## src/rtl/core/cprs_pkg.sv

```systemverilog
// cprs_pkg: shared widths, codes, state type, divider structs and helpers
// for the convex polygon row span unit; no dependencies
package cprs_pkg;

  localparam int CW   = 24;  // coordinate width
  localparam int RW   = 25;  // origin-relative coordinate width
  localparam int DW   = 26;  // coordinate difference width
  localparam int TW   = 28;  // row band bound width
  localparam int PW   = DW + TW;
  localparam int QW   = 27;  // clipped x offset width
  localparam int COLW = 28;  // column width before saturation

  localparam int MAX_VERTICES_DEF = 16;
  localparam int MAX_ROWS_DEF     = 64;

  localparam logic [1:0] CFG_ORIGIN_X   = 2'd0;
  localparam logic [1:0] CFG_ORIGIN_Y   = 2'd1;
  localparam logic [1:0] CFG_CELL_SHIFT = 2'd2;

  localparam logic [1:0] ST_OK   = 2'd0;
  localparam logic [1:0] ST_FEW  = 2'd1;
  localparam logic [1:0] ST_FLAT = 2'd2;
  localparam logic [1:0] ST_OVF  = 2'd3;

  typedef enum logic [3:0] {
    S_IDLE, S_START, S_ROW, S_EDGE_CHK, S_EDGE_RD, S_EDGE_TEST, S_COL,
    S_MUL, S_DIV_GO, S_DIV_WAIT, S_ACC, S_CHAIN_END, S_FIN_ROW, S_OUT
  } seq_state_t;

  typedef struct packed {
    logic                 start;
    logic signed [PW-1:0] num;
    logic        [DW-1:0] den;
  } div_req_t;

  typedef struct packed {
    logic                 done;
    logic signed [PW-1:0] quo;
  } div_rsp_t;

  function automatic logic signed [RW-1:0] rel(input logic signed [CW-1:0] v,
                                               input logic signed [CW-1:0] o);
    return RW'(v) - RW'(o);
  endfunction

  function automatic logic signed [15:0] sat16(input logic signed [COLW-1:0] v);
    if (v < -32768) return 16'sh8000;
    if (v > 32767) return 16'sh7fff;
    return v[15:0];
  endfunction

endpackage

```

## src/rtl/core/cprs_floor_div.sv

```systemverilog
// cprs_floor_div: bit-serial floor division of a signed numerator by a
// positive divisor, one quotient bit per cycle; depends on cprs_pkg
module cprs_floor_div (
  input  logic               clk,
  input  logic               rst_n,
  input  cprs_pkg::div_req_t req,
  output cprs_pkg::div_rsp_t rsp
);

  localparam int PW  = cprs_pkg::PW;
  localparam int DW  = cprs_pkg::DW;
  localparam int CNW = $clog2(PW + 1);

  logic          busy_r, busy_nxt;
  logic          done_r, done_nxt;
  logic [CNW-1:0] cnt_r, cnt_nxt;
  logic [PW-1:0] work_r, work_nxt;
  logic [DW-1:0] rem_r, rem_nxt;
  logic [DW-1:0] den_r, den_nxt;
  logic          neg_r, neg_nxt;
  logic [DW:0]   rem_sh;
  logic          ge;

  assign rem_sh = {rem_r, work_r[PW-1]};
  assign ge     = rem_sh >= {1'b0, den_r};

  always_comb begin
    busy_nxt = busy_r;
    done_nxt = 1'b0;
    cnt_nxt  = cnt_r;
    work_nxt = work_r;
    rem_nxt  = rem_r;
    den_nxt  = den_r;
    neg_nxt  = neg_r;
    if (req.start) begin
      busy_nxt = 1'b1;
      cnt_nxt  = CNW'(PW);
      neg_nxt  = req.num < 0;
      work_nxt = (req.num < 0) ? PW'(-req.num) : PW'(req.num);
      rem_nxt  = '0;
      den_nxt  = req.den;
    end else if (busy_r) begin
      rem_nxt  = ge ? DW'(rem_sh - {1'b0, den_r}) : DW'(rem_sh);
      work_nxt = {work_r[PW-2:0], ge};
      cnt_nxt  = cnt_r - 1'b1;
      if (cnt_r == CNW'(1)) begin
        busy_nxt = 1'b0;
        done_nxt = 1'b1;
      end
    end
  end

  always_ff @(posedge clk) begin
    if (!rst_n) begin
      busy_r <= 1'b0;
      done_r <= 1'b0;
    end else begin
      busy_r <= busy_nxt;
      done_r <= done_nxt;
    end
    cnt_r  <= cnt_nxt;
    work_r <= work_nxt;
    rem_r  <= rem_nxt;
    den_r  <= den_nxt;
    neg_r  <= neg_nxt;
  end

  // floor for negative numerators: one further down when inexact
  always_comb begin
    rsp.done = done_r;
    if (neg_r) rsp.quo = -$signed(work_r) - ((rem_r != '0) ? PW'(1) : PW'(0));
    else       rsp.quo = $signed(work_r);
  end

endmodule

```

## config.mk

```make
export PLATFORM = sky130hd
export DESIGN_NAME = cprs_floor_div
export DESIGN_NICKNAME = d
export VERILOG_FILES = /design/src/rtl/core/cprs_pkg.sv /design/src/rtl/core/cprs_floor_div.sv
export SDC_FILE = /design/constraint.sdc
export NUM_CORES = 1
export LEC_CHECK = 0
export ABC_AREA = 1
export ABC_CLOCK_PERIOD_IN_PS = 3800
export BUFFER_PORTS_ARGS = -buffer_cell sky130_fd_sc_hd__buf_2
export CORE_ASPECT_RATIO = 1.75
export CORE_MARGIN = 2
export CORE_UTILIZATION = 58
export CTS_BUF_LIST = sky130_fd_sc_hd__clkbuf_4 sky130_fd_sc_hd__clkbuf_8
export CTS_CLUSTER_DIAMETER = 200
export DETAILED_ROUTE_END_ITERATION = 8
export PLACE_DENSITY = 0.79
export SYNTH_ARGS = -nofsm -noshare
export SYNTH_HDL_FRONTEND = slang
export SYNTH_SLANG_ARGS = --single-unit
```

## constraint.sdc

```tcl
create_clock -name clk -period 3.8 [get_ports clk]
set_clock_uncertainty 0.15 [all_clocks]
set_input_delay 0.76 -clock clk [delete_from_list [all_inputs] [get_ports clk]]
set_output_delay 0.76 -clock clk [all_outputs]
set_load 0.02 [all_outputs]
```

==> out/qor.csv <==
stage,metric,value,unit
status,run_status,"complete, but fails checks",
status,failed_checks,"DRC, setup timing",
drt,viasPerCell,5.67,
sta,maxSlewViolCount,0,
logic_synthesis,synth.ff_latch_count,115,
sta,layout_worst_path_cycle_share,1.14,
drt,wl_per_cell,18.4,um
finish,final-instance-count-excl-fill,2885,
floorplan,fp.dieArea,25000,um2
place,placer_congestion_estimate,1.07,
global_routing,initial_antenna_violation_count,4,
drt,route.met3.wl,3.87,mm
drt,first_pass_iters,8,
run,maxCapViolCount,0,
global_routing,globalRoute.totalOverflow,0,
drt,iteration_0_drc_count_of_the_detailed_router,1477,
floorplan,initial_utilization,0.588,
sta,grt_setup_unrepaired,true,
setup_path,worst-r2r-setup-slack,0.84,ns
drt,route.antenna.remaining_nets,0,
sta,slew_headroom,0.148,
worst_hold_path,number_of_instances_on_the_worst_hold_path,1,
setup_path,r2r_cells,10,
sta,achievable-frequency,0.231,GHz
logic_synthesis,synth_area,13700,um2
worst_hold_path,timing.hold.worst.class,input pin to register,
place,numPortBuffers,137,
setup_path,critical_path.max_fanout,4,
drt,routed-via-count,16300,
global_routing,via_count_of_the_first_global_routing_pass,16100,
place,dp.final_hpwl,40.4,mm
floorplan,floorplan.die.width,120,um
power_and_ir_drop,cellLeakagePower,9.32,nW
setup_path,timing.critical_path.from_type,register,
logic_synthesis,syn_avg_cell_area,5.77,um2
logic_synthesis,yosys-top-cells-count,"nand2_1 (846), inv_1 (481), nand3_1 (232), nor2_1 (189), o21ai_0 (96)",
global_routing,gr-usage-all-layers,0.418,
global_routing,grt_first_pass_wirelength,80.2,mm
floorplan,placeableCoreArea,23300,um2
logic_synthesis,post-synth-top-count-cell,nand2_1,
floorplan,floorplan.die.height,208,um
drt,postRouteWirelength,53.2,mm
clocking,cts_tree,built,
clocking,clkLatencyLatePin,0.49,ns
sta,finalWorstSetupSlack,-0.528,ns
setup_path,path_class,register to output pin,
clocking,cts_num_sinks,115,
logic_synthesis,async_reset_ff_frac,0,
setup_path,worstReg2RegStart,rem_r[21]$_SDFFE_PP0P_,
logic_synthesis,synth.area.top_cells,"nand2_1 (23%), edfxtp_1 (18%), inv_1 (13%)",
finish,syn_to_final_growth,21.8,%
drt,drc,4,
logic_synthesis,syn-num-nets,2546,
clocking,clk_transition_reported_paths,0.08,ns
floorplan,floorplan.rows,74,
logic_synthesis,synthDistinctLibCells,51,
sta,setup_viol_count_final,50,
clocking,root_buffer,clkbuf_8,
drt,met1_length,16.5,mm
logic_synthesis,synth_area_leader_cell,nand2_1,
power_and_ir_drop,vdd.ir_drop.worst,0.443,mV
finish,post_route_cells_drive_above_1_share,0.158,
place,post-place-cells,2826,
power_and_ir_drop,total_power,0.00619,W
logic_synthesis,synth_top_flop_cell,edfxtp_1,
logic_synthesis,synth.yosys.warnings,0,
global_routing,grt_start_max_net_pins,70,
drt,top_layer_used,met5,
power_and_ir_drop,pwrdens,370,nW/um2
logic_synthesis,top_area_cell_type_share_of_the_netlist_area,0.231,
sta,hold_viol,0,
clocking,cts_hold_buffers,0,
logic_synthesis,yosysSeqAreaShare,0.227,
logic_synthesis,synth_enable_flop_cells,81,
setup_path,cp_data_arrival_time,3.42,ns
finish,finalNetCount,2733,
setup_path,cp.required,2.89,ns
clocking,cts_buffers,17,
clocking,clk_path_buf_depth,2,
floorplan,ioPinCount,138,
drt,routed-wl-met2,26.7,mm
setup_path,startpoint,rem_r[21]$_SDFFE_PP0P_,
sta,tightest_slew,1.28,ns
setup_path,critical_path.endpoint_type,output pin,
logic_synthesis,syn-instance-count,2378,
clocking,h-tree-depth,4,
setup_path,setup.worst_path.end,rsp[21],
sta,period_needed,4.33,ns
setup_path,end_of_the_worst_register_to_register_path,rem_r[18]$_SDFFE_PP0P_,
-- power by group --
group | switching (W) | internal [W]
clock network | 0.000520 | 0.000794
registers | 0.0000897 | 0.00146
logic | 0.00206 | 0.00126
-- cell type report --
type | count | area, um2
clock buffer | 23 | 304
multi-input combinational | 1732 | 9380
tap | 304 | 380
timing repair buffer | 209 | 1540
sequential | 115 | 3120
antenna | 3 | 7.51
inverter | 490 | 1840
clock inverter | 9 | 151
fill | 2022 | 6620
-- per-stage QoR --
stage	TNS, ns	hold WS [ns]	area, um2	worst slack [ns]	utilization
3_3_place_gp	-7.84	0.315	15000	-0.322	0.643
6_report	-20.23	0.286	16700	-0.528	0.716
5_1_grt	-25.25	0.282	16700	-0.611	0.716
2_1_floorplan	0	0.295	13700	0.400	-
4_1_cts	-16.63	0.271	16400	-0.452	0.701
3_5_place_dp	-10.29	0.321	15000	-0.385	0.643
-- worst max-delay path, cell delays in order, from the launching register on --
cell and delay, ns:
dfxtp_2 0.34, nor4_4 0.33, nand3_2 0.22, nor4_4 0.25, ha_2 0.26, ha_4 0.14
inv_2 0.05, ha_4 0.17, inv_4 0.07, nand2_4 0.05, nand2_2 0.06, and2_4 0.14
nand3b_1 0.12, nand3_4 0.15, or2_1 0.12, nand3_1 0.10, o21ai_1 0.18, buf_4 0.18
-- repair_timing --
item / 4_1_cts / 5_1_grt
gates resized for setup: 218 / 61
pin swaps: 54 / 44
setup buffers: 16 / 13
setup endpoints to repair: 52 / 51
-- layer usage --
metal / vias to the layer above / GRT usage
li1: 7831 / -
met1: 7320 / 0.374
met2: 848 / 0.749
met3: 345 / 0.0890
met4: 2 / 0.406
met5: - / 0
-- sequential cells by signal, indices dropped and copies added (netlist names) --
signal  flops
work_r     54
den_r      26
rem_r      26
cnt_r       6
busy_r      1
done_r      1
neg_r       1
-- cells in the final DEF (no fill, tap or decap), types with 15 or more instances in the layout --
| master | count |
|---|---|
| ha_1 | 81 |
| nor2_1 | 189 |
| clkbuf_8 | 21 |
| buf_2 | 100 |
| xnor2_1 | 15 |
| xor2_1 | 28 |
| o21ai_1 | 34 |
| nand3b_1 | 17 |
| inv_1 | 478 |
| nand2_1 | 793 |
| nor3_1 | 18 |
| buf_6 | 41 |
| nand3_2 | 33 |
| nand4_1 | 39 |
| nand2_2 | 28 |
| buf_4 | 63 |
| dfxtp_1 | 30 |
| o21ai_0 | 73 |
| nand2_4 | 25 |
| nand3_1 | 194 |
| nand3_4 | 15 |
| a21oi_1 | 54 |
| edfxtp_1 | 81 |
-- worst min-delay path by stage --
| stage | from | slack (ns) | to |
|---|---|---|---|
| finish | req[12] | 0.29 | den_r[12]$_DFFE_PP_ |
| global route | req[13] | 0.28 | den_r[13]$_DFFE_PP_ |
| CTS | req[12] | 0.27 | den_r[12]$_DFFE_PP_ |
| detailed placement | rem_r[16]$_SDFFE_PP0P_ | 0.32 | rem_r[16]$_SDFFE_PP0P_ |
| global placement | rem_r[12]$_SDFFE_PP0P_ | 0.32 | rem_r[12]$_SDFFE_PP0P_ |
| floorplan | rem_r[25]$_SDFFE_PP0P_ | 0.29 | rem_r[25]$_SDFFE_PP0P_ |
-- kinds of logic after synthesis --
family / share of synthesized area
XOR/XNOR: 0.0338
AO/OA/AOI/OAI: 0.0768
flip-flops: 0.227
AND/OR/NAND/NOR: 0.437
buffers and inverters: 0.148
adder cells (fa/ha/maj): 0.0780
Note: power is estimated with default switching activity, not from simulation.
